`config.mk`:
```
export PLATFORM = sky130hd
export DESIGN_NAME = monthly_temperature_statistics
export DESIGN_NICKNAME = d
export VERILOG_FILES = /design/src/sv/mts_pkg.sv /design/src/sv/mts_front.sv /design/src/sv/mts_div.sv /design/src/sv/mts_back.sv /design/src/sv/monthly_temperature_statistics.sv
export SDC_FILE = /design/constraint.sdc
export NUM_CORES = 2
export LEC_CHECK = 0
export BUFFER_PORTS_ARGS = -buffer_cell sky130_fd_sc_hd__buf_2
export CAP_MARGIN = 10
export CORE_ASPECT_RATIO = 0.5
export CORE_MARGIN = 2
export CORE_UTILIZATION = 46
export DETAILED_ROUTE_END_ITERATION = 6
export PLACE_DENSITY = 0.68
export SLEW_MARGIN = 20
export SYNTH_ARGS = -nofsm -noshare
export SYNTH_HDL_FRONTEND = slang
export SYNTH_SLANG_ARGS = --single-unit
export TNS_END_PERCENT = 1
```
`constraint.sdc`:
```
create_clock -name clk -period 13.75 [get_ports clk]
set_clock_uncertainty 0.05 [all_clocks]
set_input_delay 0.6875 -clock clk [delete_from_list [all_inputs] [get_ports clk]]
set_output_delay 0.6875 -clock clk [all_outputs]
set_load 0.03 [all_outputs]
```
`src/sv/mts_pkg.sv`:
```
// Shared types, widths and codes for the monthly temperature statistics block.
package mts_pkg;

  localparam int COUNT_BITS    = 20;
  localparam int TEMP_BITS     = 16;
  localparam int FRACTION_BITS = 8;
  localparam int AVG_BITS      = 24;
  localparam int MONTHS        = 12;
  localparam int MONTH_BITS    = 4;
  localparam int BIN_BITS      = $clog2(MONTHS);
  localparam int SUM_BITS      = COUNT_BITS + TEMP_BITS;
  localparam int DVD_BITS      = SUM_BITS + FRACTION_BITS;
  localparam int STEP_BITS     = $clog2(DVD_BITS + 1);

  localparam logic [1:0] FUNC_ADD   = 2'd0;
  localparam logic [1:0] FUNC_QUERY = 2'd1;
  localparam logic [1:0] FUNC_CLEAR = 2'd2;

  typedef enum logic [1:0] {
    OP_ADD   = 2'd0,
    OP_QUERY = 2'd1,
    OP_CLEAR = 2'd2
  } op_t;

  typedef struct packed {
    logic [1:0]                  func;
    logic [MONTH_BITS-1:0]       month;
    logic signed [TEMP_BITS-1:0] temperature;
  } in_word_t;

  typedef struct packed {
    logic signed [AVG_BITS-1:0]  month_average;
    logic signed [TEMP_BITS-1:0] month_minimum;
    logic signed [TEMP_BITS-1:0] month_maximum;
    logic [COUNT_BITS-1:0]       month_count;
    logic signed [AVG_BITS-1:0]  total_average;
    logic signed [TEMP_BITS-1:0] total_minimum;
    logic signed [TEMP_BITS-1:0] total_maximum;
    logic [COUNT_BITS-1:0]       total_count;
    logic                        add_dropped;
  } out_word_t;

  // Classified item as it sits in the queue between front and back.
  typedef struct packed {
    op_t                         op;
    logic                        bin_ok;
    logic [BIN_BITS-1:0]         bin;
    logic signed [TEMP_BITS-1:0] temperature;
  } item_t;

  typedef struct packed {
    logic  valid;
    item_t item;
  } queue_head_t;

endpackage

```
`src/sv/mts_front.sv`:
```
// Front end: accepts input words, classifies them and queues them for the back end.
module mts_front (
  input  logic                clk,
  input  logic                rst_n,
  input  logic                in_valid,
  output logic                in_stall,
  input  mts_pkg::in_word_t   in_data,
  output mts_pkg::queue_head_t head,
  input  logic                pop
);
  import mts_pkg::*;

  item_t      cls;
  item_t      q_mem_r [2];
  logic       wr_ptr_r, rd_ptr_r;
  logic [1:0] cnt_r;
  logic       push;

  always_comb begin
    cls.temperature = in_data.temperature;
    cls.bin_ok      = (in_data.month >= MONTH_BITS'(1)) && (in_data.month <= MONTH_BITS'(MONTHS));
    cls.bin         = cls.bin_ok ? BIN_BITS'(in_data.month - MONTH_BITS'(1)) : '0;
    case (in_data.func)
      FUNC_ADD:   cls.op = OP_ADD;
      FUNC_QUERY: cls.op = OP_QUERY;
      FUNC_CLEAR: cls.op = OP_CLEAR;
      default:    cls.op = OP_QUERY;
    endcase
  end

  assign in_stall   = (cnt_r == 2'd2);
  assign push       = in_valid && !in_stall;
  assign head.valid = (cnt_r != 2'd0);
  assign head.item  = q_mem_r[rd_ptr_r];

  always_ff @(posedge clk) begin
    if (push) begin
      q_mem_r[wr_ptr_r] <= cls;
    end
  end

  always_ff @(posedge clk) begin
    if (!rst_n) begin
      wr_ptr_r <= 1'b0;
      rd_ptr_r <= 1'b0;
      cnt_r    <= 2'd0;
    end else begin
      if (push) begin
        wr_ptr_r <= !wr_ptr_r;
      end
      if (pop) begin
        rd_ptr_r <= !rd_ptr_r;
      end
      cnt_r <= cnt_r + {1'b0, push} - {1'b0, pop};
    end
  end

`ifndef SYNTHESIS
  a_pop_nonempty: assert property (@(posedge clk) disable iff (!rst_n)
    pop |-> cnt_r != 2'd0)
    else $error("queue popped while empty");
  a_cnt_bound: assert property (@(posedge clk) disable iff (!rst_n)
    cnt_r != 2'd3)
    else $error("queue count out of range");
`endif

endmodule

```
`src/sv/mts_div.sv`:
```
// Restoring divider, one quotient bit per cycle.
module mts_div (
  input  logic                               clk,
  input  logic                               rst_n,
  input  logic                               start,
  input  logic [mts_pkg::DVD_BITS-1:0]       dividend,
  input  logic [mts_pkg::COUNT_BITS-1:0]     divisor,
  output logic                               done,
  output logic [mts_pkg::DVD_BITS-1:0]       quotient
);
  import mts_pkg::*;

  // The dividend shifts out at the top while quotient bits shift in at the bottom.
  logic [DVD_BITS-1:0]   acc_r;
  logic [COUNT_BITS-1:0] rem_r;
  logic [COUNT_BITS-1:0] dsr_r;
  logic [STEP_BITS-1:0]  step_r;
  logic                  busy_r;
  logic                  done_r;
  logic [COUNT_BITS:0]   shifted;
  logic [COUNT_BITS:0]   diff;
  logic                  ge;

  always_comb begin
    shifted = {rem_r, acc_r[DVD_BITS-1]};
    diff    = shifted - {1'b0, dsr_r};
    ge      = !diff[COUNT_BITS];
  end

  always_ff @(posedge clk) begin
    if (start) begin
      acc_r <= dividend;
      rem_r <= '0;
      dsr_r <= divisor;
    end else if (busy_r) begin
      acc_r <= {acc_r[DVD_BITS-2:0], ge};
      rem_r <= ge ? diff[COUNT_BITS-1:0] : shifted[COUNT_BITS-1:0];
    end
  end

  always_ff @(posedge clk) begin
    if (!rst_n) begin
      busy_r <= 1'b0;
      done_r <= 1'b0;
      step_r <= '0;
    end else if (start) begin
      busy_r <= 1'b1;
      done_r <= 1'b0;
      step_r <= STEP_BITS'(DVD_BITS);
    end else begin
      done_r <= busy_r && (step_r == STEP_BITS'(1));
      if (busy_r) begin
        step_r <= step_r - STEP_BITS'(1);
        if (step_r == STEP_BITS'(1)) begin
          busy_r <= 1'b0;
        end
      end
    end
  end

  assign done     = done_r;
  assign quotient = acc_r;

endmodule

```
`src/sv/mts_back.sv`:
```
// Back end: updates the bins, forms both averages and holds the result word.
module mts_back (
  input  logic                 clk,
  input  logic                 rst_n,
  input  mts_pkg::queue_head_t head,
  output logic                 pop,
  output logic                 out_valid,
  input  logic                 out_stall,
  output mts_pkg::out_word_t   out_data
);
  import mts_pkg::*;

  typedef enum logic [3:0] {
    S_IDLE = 4'b0001,
    S_LOAD = 4'b0010,
    S_DIV  = 4'b0100,
    S_PUT  = 4'b1000
  } state_t;

  state_t state_r, state_nxt;

  logic signed [SUM_BITS-1:0]  bin_sum_r  [MONTHS];
  logic [COUNT_BITS-1:0]       bin_cnt_r  [MONTHS];
  logic signed [TEMP_BITS-1:0] bin_low_r  [MONTHS];
  logic signed [TEMP_BITS-1:0] bin_high_r [MONTHS];
  logic signed [SUM_BITS-1:0]  all_sum_r;
  logic [COUNT_BITS-1:0]       all_cnt_r;
  logic signed [TEMP_BITS-1:0] all_low_r, all_high_r;

  // Post-update copy of the two groups that this word reports.
  logic signed [SUM_BITS-1:0]  m_sum_r, t_sum_r;
  logic [COUNT_BITS-1:0]       m_cnt_r, t_cnt_r;
  logic signed [TEMP_BITS-1:0] m_low_r, m_high_r, t_low_r, t_high_r;
  logic                        drop_r, m_neg_r, t_neg_r;

  logic                        out_valid_r;
  out_word_t                   out_data_r;

  item_t                       it;
  logic signed [SUM_BITS-1:0]  t_ext, cur_sum, nb_sum, na_sum;
  logic [COUNT_BITS-1:0]       cur_cnt;
  logic signed [TEMP_BITS-1:0] cur_low, cur_high, nb_low, nb_high, na_low, na_high;
  logic                        full, do_add, add_bin, out_free;
  logic [SUM_BITS-1:0]         m_mag, t_mag;
  logic [DVD_BITS-1:0]         m_q, t_q;
  logic                        m_done, t_done, div_start;

  function automatic logic signed [AVG_BITS-1:0] finish(input logic [DVD_BITS-1:0] q,
                                                         input logic neg);
    logic [DVD_BITS-1:0] limit;
    logic [AVG_BITS-1:0] res;
    limit = neg ? (DVD_BITS'(1) << (AVG_BITS - 1))
                : ((DVD_BITS'(1) << (AVG_BITS - 1)) - DVD_BITS'(1));
    res   = (q > limit) ? limit[AVG_BITS-1:0] : q[AVG_BITS-1:0];
    return neg ? -res : res;
  endfunction

  assign it  = head.item;
  assign pop = (state_r == S_IDLE) && head.valid;

  always_comb begin
    t_ext    = SUM_BITS'(it.temperature);
    cur_sum  = bin_sum_r[it.bin];
    cur_cnt  = bin_cnt_r[it.bin];
    cur_low  = bin_low_r[it.bin];
    cur_high = bin_high_r[it.bin];
    full     = (all_cnt_r == '1);
    do_add   = (it.op == OP_ADD) && !full;
    add_bin  = do_add && it.bin_ok;
    nb_sum   = cur_sum + t_ext;
    nb_low   = (cur_cnt == '0 || it.temperature < cur_low) ? it.temperature : cur_low;
    nb_high  = (cur_cnt == '0 || it.temperature > cur_high) ? it.temperature : cur_high;
    na_sum   = all_sum_r + t_ext;
    na_low   = (all_cnt_r == '0 || it.temperature < all_low_r) ? it.temperature : all_low_r;
    na_high  = (all_cnt_r == '0 || it.temperature > all_high_r) ? it.temperature : all_high_r;
  end

  always_ff @(posedge clk) begin
    if (!rst_n) begin
      for (int i = 0; i < MONTHS; i++) begin
        bin_sum_r[i]  <= '0;
        bin_cnt_r[i]  <= '0;
        bin_low_r[i]  <= '0;
        bin_high_r[i] <= '0;
      end
      all_sum_r  <= '0;
      all_cnt_r  <= '0;
      all_low_r  <= '0;
      all_high_r <= '0;
    end else if (pop) begin
      if (it.op == OP_CLEAR) begin
        for (int i = 0; i < MONTHS; i++) begin
          bin_sum_r[i]  <= '0;
          bin_cnt_r[i]  <= '0;
          bin_low_r[i]  <= '0;
          bin_high_r[i] <= '0;
        end
        all_sum_r  <= '0;
        all_cnt_r  <= '0;
        all_low_r  <= '0;
        all_high_r <= '0;
      end else if (do_add) begin
        all_sum_r  <= na_sum;
        all_cnt_r  <= all_cnt_r + COUNT_BITS'(1);
        all_low_r  <= na_low;
        all_high_r <= na_high;
        if (it.bin_ok) begin
          bin_sum_r[it.bin]  <= nb_sum;
          bin_cnt_r[it.bin]  <= cur_cnt + COUNT_BITS'(1);
          bin_low_r[it.bin]  <= nb_low;
          bin_high_r[it.bin] <= nb_high;
        end
      end
    end
  end

  always_ff @(posedge clk) begin
    if (pop) begin
      drop_r <= (it.op == OP_ADD) && full;
      if (!it.bin_ok || it.op == OP_CLEAR) begin
        m_sum_r  <= '0;
        m_cnt_r  <= '0;
        m_low_r  <= '0;
        m_high_r <= '0;
      end else if (add_bin) begin
        m_sum_r  <= nb_sum;
        m_cnt_r  <= cur_cnt + COUNT_BITS'(1);
        m_low_r  <= nb_low;
        m_high_r <= nb_high;
      end else begin
        m_sum_r  <= cur_sum;
        m_cnt_r  <= cur_cnt;
        m_low_r  <= cur_low;
        m_high_r <= cur_high;
      end
      if (it.op == OP_CLEAR) begin
        t_sum_r  <= '0;
        t_cnt_r  <= '0;
        t_low_r  <= '0;
        t_high_r <= '0;
      end else if (do_add) begin
        t_sum_r  <= na_sum;
        t_cnt_r  <= all_cnt_r + COUNT_BITS'(1);
        t_low_r  <= na_low;
        t_high_r <= na_high;
      end else begin
        t_sum_r  <= all_sum_r;
        t_cnt_r  <= all_cnt_r;
        t_low_r  <= all_low_r;
        t_high_r <= all_high_r;
      end
    end
    if (div_start) begin
      m_neg_r <= m_sum_r[SUM_BITS-1];
      t_neg_r <= t_sum_r[SUM_BITS-1];
    end
  end

  // Both dividers see a magnitude scaled by the fraction bits; the sign goes back on after.
  assign div_start = (state_r == S_LOAD);
  assign m_mag     = m_sum_r[SUM_BITS-1] ? SUM_BITS'(-m_sum_r) : SUM_BITS'(m_sum_r);
  assign t_mag     = t_sum_r[SUM_BITS-1] ? SUM_BITS'(-t_sum_r) : SUM_BITS'(t_sum_r);

  mts_div u_div_month (
    .clk      (clk),
    .rst_n    (rst_n),
    .start    (div_start),
    .dividend (DVD_BITS'(m_mag) << FRACTION_BITS),
    .divisor  (m_cnt_r),
    .done     (m_done),
    .quotient (m_q)
  );

  mts_div u_div_total (
    .clk      (clk),
    .rst_n    (rst_n),
    .start    (div_start),
    .dividend (DVD_BITS'(t_mag) << FRACTION_BITS),
    .divisor  (t_cnt_r),
    .done     (t_done),
    .quotient (t_q)
  );

  assign out_free = !out_valid_r || !out_stall;

  always_comb begin
    state_nxt = state_r;
    case (state_r)
      S_IDLE:  if (head.valid) state_nxt = S_LOAD;
      S_LOAD:  state_nxt = S_DIV;
      S_DIV:   if (m_done) state_nxt = S_PUT;
      S_PUT:   if (out_free) state_nxt = S_IDLE;
      default: state_nxt = S_IDLE;
    endcase
  end

  always_ff @(posedge clk) begin
    if (!rst_n) begin
      state_r     <= S_IDLE;
      out_valid_r <= 1'b0;
    end else begin
      state_r <= state_nxt;
      if (state_r == S_PUT && out_free) begin
        out_valid_r <= 1'b1;
      end else if (!out_stall) begin
        out_valid_r <= 1'b0;
      end
    end
  end

  always_ff @(posedge clk) begin
    if (state_r == S_PUT && out_free) begin
      out_data_r.month_average <= (m_cnt_r == '0) ? '0 : finish(m_q, m_neg_r);
      out_data_r.month_minimum <= (m_cnt_r == '0) ? '0 : m_low_r;
      out_data_r.month_maximum <= (m_cnt_r == '0) ? '0 : m_high_r;
      out_data_r.month_count   <= m_cnt_r;
      out_data_r.total_average <= (t_cnt_r == '0) ? '0 : finish(t_q, t_neg_r);
      out_data_r.total_minimum <= (t_cnt_r == '0) ? '0 : t_low_r;
      out_data_r.total_maximum <= (t_cnt_r == '0) ? '0 : t_high_r;
      out_data_r.total_count   <= t_cnt_r;
      out_data_r.add_dropped   <= drop_r;
    end
  end

  assign out_valid = out_valid_r;
  assign out_data  = out_data_r;

`ifndef SYNTHESIS
  a_done_in_div: assert property (@(posedge clk) disable iff (!rst_n)
    (m_done || t_done) |-> (state_r == S_DIV && m_done == t_done))
    else $error("divider finished outside the divide phase");
  a_bin_le_total: assert property (@(posedge clk) disable iff (!rst_n)
    out_valid_r |-> out_data_r.month_count <= out_data_r.total_count)
    else $error("month count exceeds total count");
  a_drop_full: assert property (@(posedge clk) disable iff (!rst_n)
    (out_valid_r && out_data_r.add_dropped) |-> out_data_r.total_count == '1)
    else $error("add dropped while total count not saturated");
`endif

endmodule

```
`src/sv/monthly_temperature_statistics.sv`:
```
// Top level of the monthly temperature statistics block.
module monthly_temperature_statistics (
  input  logic               clk,
  input  logic               rst_n,
  input  logic               in_valid,
  output logic               in_stall,
  input  mts_pkg::in_word_t  in_data,
  output logic               out_valid,
  input  logic               out_stall,
  output mts_pkg::out_word_t out_data
);
  // Each input word (add, query or clear) yields one result word with the month and
  // whole-set average, minimum, maximum and count after the word has taken effect.
  // In the back end a word passes through these steps in order: the bins are updated as it is
  // popped, the dividers are loaded, the two bit-serial dividers run side by side on the
  // 44-bit scaled sums, and the result is clamped and registered. A two-word queue
  // sits in front, and the result register lets the next word start while a finished
  // result is still stalled.
  import mts_pkg::*;

  queue_head_t head;
  logic        pop;

  mts_front u_front (
    .clk      (clk),
    .rst_n    (rst_n),
    .in_valid (in_valid),
    .in_stall (in_stall),
    .in_data  (in_data),
    .head     (head),
    .pop      (pop)
  );

  mts_back u_back (
    .clk       (clk),
    .rst_n     (rst_n),
    .head      (head),
    .pop       (pop),
    .out_valid (out_valid),
    .out_stall (out_stall),
    .out_data  (out_data)
  );

endmodule

```
Yosys cells after proc, flatten, opt, wreduce, memory -nomap -nowiden --
Memories as Yosys holds them, arrays and structs flattened. A register that Yosys moved wholly into a read port is not among the register bits. Index checks and enable logic that the tools add are counted.
Operators by class: add/subtract/negate cells 15, magnitude comparators 8, eq/ne operators 14, muxes and demuxes 123, bitwise gates (word level) 49, reduce and logical (&&, ||, !) cells 38
Operator list (number):
- two-way mux 36 bit | 18
- two-way mux 16 bit | 36
- two-way mux 20 bit | 18
- two-way mux 44 bit | 4
- two-way mux 24 bit | 6
- > comparator 44 bit | 2
- logical NOT 20 bit | 4
- adder 36 x 16 -> 36 bit | 2
- negator 36 bit | 2
- negator 24 bit | 2
- bitwise OR 1 bit | 48
- subtractor 21 x 20 -> 21 bit | 2
- adder 20 x 1 -> 20 bit (second input constant) | 2
- OR reduction 36 bit | 1
- > comparator 16 bit | 2
- less-than comparator 16 bit | 2
- two-way mux 4 bit | 8
- OR reduction 16 bit | 2
- two-way mux 1 bit | 27
- two-way mux 6 bit | 4
- equality test 20 bit (second input constant) | 1
- OR reduction 20 bit | 1
- one-hot mux 4 bit (4 select lines) | 1
- equality test 6 x 1 -> 1 bit (second input constant) | 2
- 22 further kinds | 50
Storage, ports and cells: register bits 612, memory bits (writable) 1102, input bits 26, output and inout port bits 155, word-level logic and storage cells 296, memories 5
Memory list:
- u_back.bin_sum_r | depth 12, width 36, read ports 1, clocked after Yosys merged registers in 0, write ports 12, line mts_back.sv:22 | logic signed [SUM_BITS-1:0] bin_sum_r [MONTHS];
- u_back.bin_cnt_r | depth 12, width 20, read ports 1, clocked after Yosys merged registers in 0, write ports 12, line mts_back.sv:23 | logic [COUNT_BITS-1:0] bin_cnt_r [MONTHS];
- u_back.bin_high_r | depth 12, width 16, read ports 1, clocked after Yosys merged registers in 0, write ports 12, line mts_back.sv:25 | logic signed [TEMP_BITS-1:0] bin_high_r [MONTHS];
- u_back.bin_low_r | depth 12, width 16, read ports 1, clocked after Yosys merged registers in 0, write ports 12, line mts_back.sv:24 | logic signed [TEMP_BITS-1:0] bin_low_r [MONTHS];
- u_front.q_mem_r | depth 2, width 23, read ports 1, clocked after Yosys merged registers in 1, write ports 1, line mts_front.sv:14 | item_t q_mem_r [2];

Depth between registers and ports, before layout --
word-level depth 10, mapped depth 25, gate-level depth less buffers 18

Modules after synthesis --
Synthesis repeated with hierarchy kept, for this count alone.
Second synthesis, totals: cells, all modules 7160, area total of the unflattened synthesis 96983.0 µm²
Modules (own cells, without submodules):
- mts_back | instances 1, cells an instance 6176, area an instance 85059.1 µm², seq. area each 54111.9 µm²
- mts_div | instances 2, cells an instance 433, area an instance 4949.7 µm², seq. area each 2482.4 µm²
- mts_front | instances 1, cells an instance 118, area an instance 2024.4 µm², seq. area each 1481.4 µm²

Worst setup path after synthesis --
No wires, ideal clock.
kind flip-flop to flip-flop, start point register (tool-made name), end point memory u_back.bin_cnt_r[12][0] (enable), setup time 0.642 ns, arrival time 8.273 ns, required time 13.058 ns, slack 4.785 ns, stages on the path, launching flop included 11, buffers on the path 4, period minus slack after synthesis 8.965 ns, cell sequence dfxtp_1 > buf_4 > buf_2 > buf_2 > buf_1 > nor2_1 > a22oi_1 > nand2_1 > nor2_1 > nand3_1 > nor3_1
RTL lines (line):
- end: declaration | mts_back.sv:23

==> flow_summary.yaml <==
critical_path:
  worstPathMaxFanout: 103
  r2r_cells: 20
  crit_path_start_kind: "register"
  rrSetupSlack_ns: 6.17
  r2r-end: "u_back.bin_high_r[15][5]$_DFFE_PP_"
  arrival_ns: 8.07
  endpoint_kind: "register"
  required_ns: 14.24
  critical_path_class: "register to register"
timing:
  timing.fmax_mhz: 132
  rsz0062_at_grt: "false"
  hold_viol_final: 0
  fin_tns_setup_ns: 0
  tightest_slew_ns: 1.20
  fin_crit_sh: 0.552
  layout_min_cycle_time_ns: 7.58
  finalSetupViolCount: 0
  hold_slack_ns: 0.0510
  slew-limit-headroom: 0.198
  drv_slew: 0
final_layout:
  nets: 7785
  design_area_sq_um: 106000
  fin_cells: 10436
  area_growth_pct: 10.5
  drive_gt1_frac: 0.142
routing:
  drt-total-wl_microns: 272000
  wire_per_inst_microns: 26.1
  vias_per_cell: 6.12
  first_pass_iters: 7
  final_antenna_net_count: 0
  vias: 63876
  drcViolationCount: 0
  drtIter0Drc: 8698
place:
  io_buffers: 180
  dp_hpwl_microns: 156000
  place_congestion: 0.888
  placed_area_sq_um: 100000
  placedCellCount: 10066
global_route:
  grtUsageTotal: 0.251
  grt_overflow_total: 0
  use_met1: 0.345
  grt_max_degree: 104
  antenna_found_initial: 8
  use_met2: 0.398
  grt_pass1_wl_microns: 401000
  top_usage_layer: "met2"
  use_met3: 0.0583
  grt_pass1_vias: 61327
yosys:
  synth-simple-area-share: 0.110
  synthArstFlopShare: 0
  synth_xor_area_frac: 0.0209
  avgSynthCellArea_sq_um: 12.8
  post_synth_num_cell_types: 92
  yosysSeqAreaShare: 0.628
  synth_common_cells: "edfxtp_1 (1898), nor2_1 (1372), nand2_1 (444)"
  synth.cell_area_sq_um: 96200
  ys_warn_count: 0
  synth-adder-area-share: 0.0315
  synth_fp_nets: 7756
  yosys_most_used_dff: "edfxtp_1"
  syn_inst: 7490
  synth_edf_count: 1898
  ys_seq_elements: 2067
  synthMuxAreaShare: 0.0888
  synth_top_area_share: 0.592
  synth_top_family_by_area: "simple AND/OR/NAND/NOR gates"
  synth_compound_gate_area_share: 0.0891
  synth_most_common_cell: "edfxtp_1"
  yosysTopAreaCell: "edfxtp_1"
  synth_area_leaders: "edfxtp_1 (59%), mux4_2 (7.2%), nor2_1 (5.4%), dfxtp_1 (3.5%), ha_1 (3.1%)"
floorplan:
  io_pins: 181
  fp.dieW_microns: 651
  core-area_sq_um: 207000
  start_util: 0.464
  die-area_sq_um: 213000
  rows: 118
  die_h_microns: 327
clocking:
  clkTransAtPathRegs_ns: 0.07
  cts_max_level: 4
  clk_latency_ns: 0.85
  root_buffer: "clkbuf_16"
  cts_tree: "done"
  cts_buffers: 195
  cts.path.max_buffers: 4
  cts_resized: 0
  cts_sinks: 2067
  cts_setup_buffers: 0
  cts_hold_buf: 15
power_and_ir_drop:
  powerDensity_nw_per_um2: 210
  finalPower_w: 0.0223
  ir_drop_mv: 0.185
  leakagePower_nw: 38.3
status:
  outcome: "finished clean"
hold_path:
  hold_path_depth: 1
  min_from: "in_data[2]"
  min_path_type: "primary input to register"
  hold_end: "u_front.q_mem_r[0][2]$_DFFE_PP_"
job:
  drv_cap: 0
## per-stage QoR
stage / util / setup slack [ns]
finish: 0.513 / 6.17
global route: 0.512 / 5.62
CTS: 0.512 / 6.12
detailed placement: 0.482 / 6.08
global placement: 0.482 / 6.13
floorplan: - / 4.79
## placed cells by master (no fill, tap or decap), types with 35 or more instances in the layout
master	instances
edfxtp_1	1898
a22oi_1	95
buf_4	142
o21ai_0	315
o31ai_1	52
clkbuf_1	54
nor4_1	43
xnor2_1	88
o22ai_1	68
inv_1	232
a22o_1	45
xor2_1	121
nor2_1	1368
o41ai_1	37
nand2_1	418
clkbuf_16	199
a211oi_1	55
buf_2	180
a21o_1	57
clkinv_2	35
mux2i_1	79
nor2b_1	112
a21oi_1	287
nand3_1	127
o21a_1	61
mux4_2	308
nand4_1	47
ha_1	236
nor3_1	59
a21boi_0	100
dfxtp_1	166
## layer usage
layer  share of wire  routed length, microns  up-vias
li1                -                       -    27834
met1            0.39                  107000    31739
met2            0.46                  125000     3729
met3            0.12                   31400      570
met4           0.032                    8620        4
met5         0.00024                      64        -
## power by group
group / total [W] / leakage, nW / switching [W] / internal [W]
registers: 0.00887 / 20.1 / 0.000497 / 0.00838
clock network: 0.00525 / 2.92 / 0.00236 / 0.00289
logic: 0.00821 / 15.3 / 0.00563 / 0.00258
total: 0.0223 / 38.3 / 0.00849 / 0.0138
## how the worst max path moves through the flow
stage                         from                            endpoint  slack [ns]  cells after the start
final                     register  u_back.bin_high_r[15][5]$_DFFE_PP_        6.17                     20
after global routing      register  u_back.bin_high_r[12][4]$_DFFE_PP_        5.62                     20
after CTS                 register  u_back.bin_high_r[14][4]$_DFFE_PP_        6.12                     20
after detailed placement  register  u_back.bin_high_r[12][5]$_DFFE_PP_        6.08                     20
after global placement    register  u_back.bin_high_r[12][4]$_DFFE_PP_        6.13                     20
after floorplan           register   u_back.bin_cnt_r[12][0]$_DFFE_PP_        4.79                     10
## kinds of logic after synthesis
group | Yosys count
compound gates | 1324
mux | 439
xor+xnor | 229
flops | 2067
buf+inv | 766
simple gates | 2425
fa+ha+maj | 240
## state kept, by name, indices dropped and copies added, names as in the netlist, 36 cells and up, named ones only
signal,count
u_back.bin_sum_r,576
u_back.bin_cnt_r,320
u_back.bin_high_r,256
u_back.bin_low_r,256
u_back.out_data,153
u_front.q_mem_r,46
u_back.u_div_month.quotient,44
u_back.u_div_total.quotient,44
u_back.all_sum_r,36
u_back.m_sum_r,36
u_back.t_sum_r,36
## area by class of cell
cell class              count  area (sq um)
diodes                      9          22.5
clock buffers             259          5250
clock inverters            86           718
fillers                 17449        101000
inverters                 256           970
multi-input cells        4657         33300
flip-flops and latches   2067         60400
well taps                2760          3450
repair buffers            342          2190
## critical path: stages (launching register included)
cell and delay (ns):
dfxtp_2 0.31, buf_4 0.52, mux2i_4 0.37, buf_12 0.61, buf_4 0.84, mux4_2 0.59
a22oi_1 0.22, nand2_1 0.17, inv_1 0.09, ha_1 0.23, nor2b_1 0.14, o21a_1 0.16
o21a_1 0.16, o211ai_1 0.15, a21oi_1 0.08, o21ai_0 0.19, nand3_1 0.15, a21oi_4 0.51
buf_4 0.45, mux2i_1 0.85, inv_1 0.22
(Power assumes the default switching activity.)
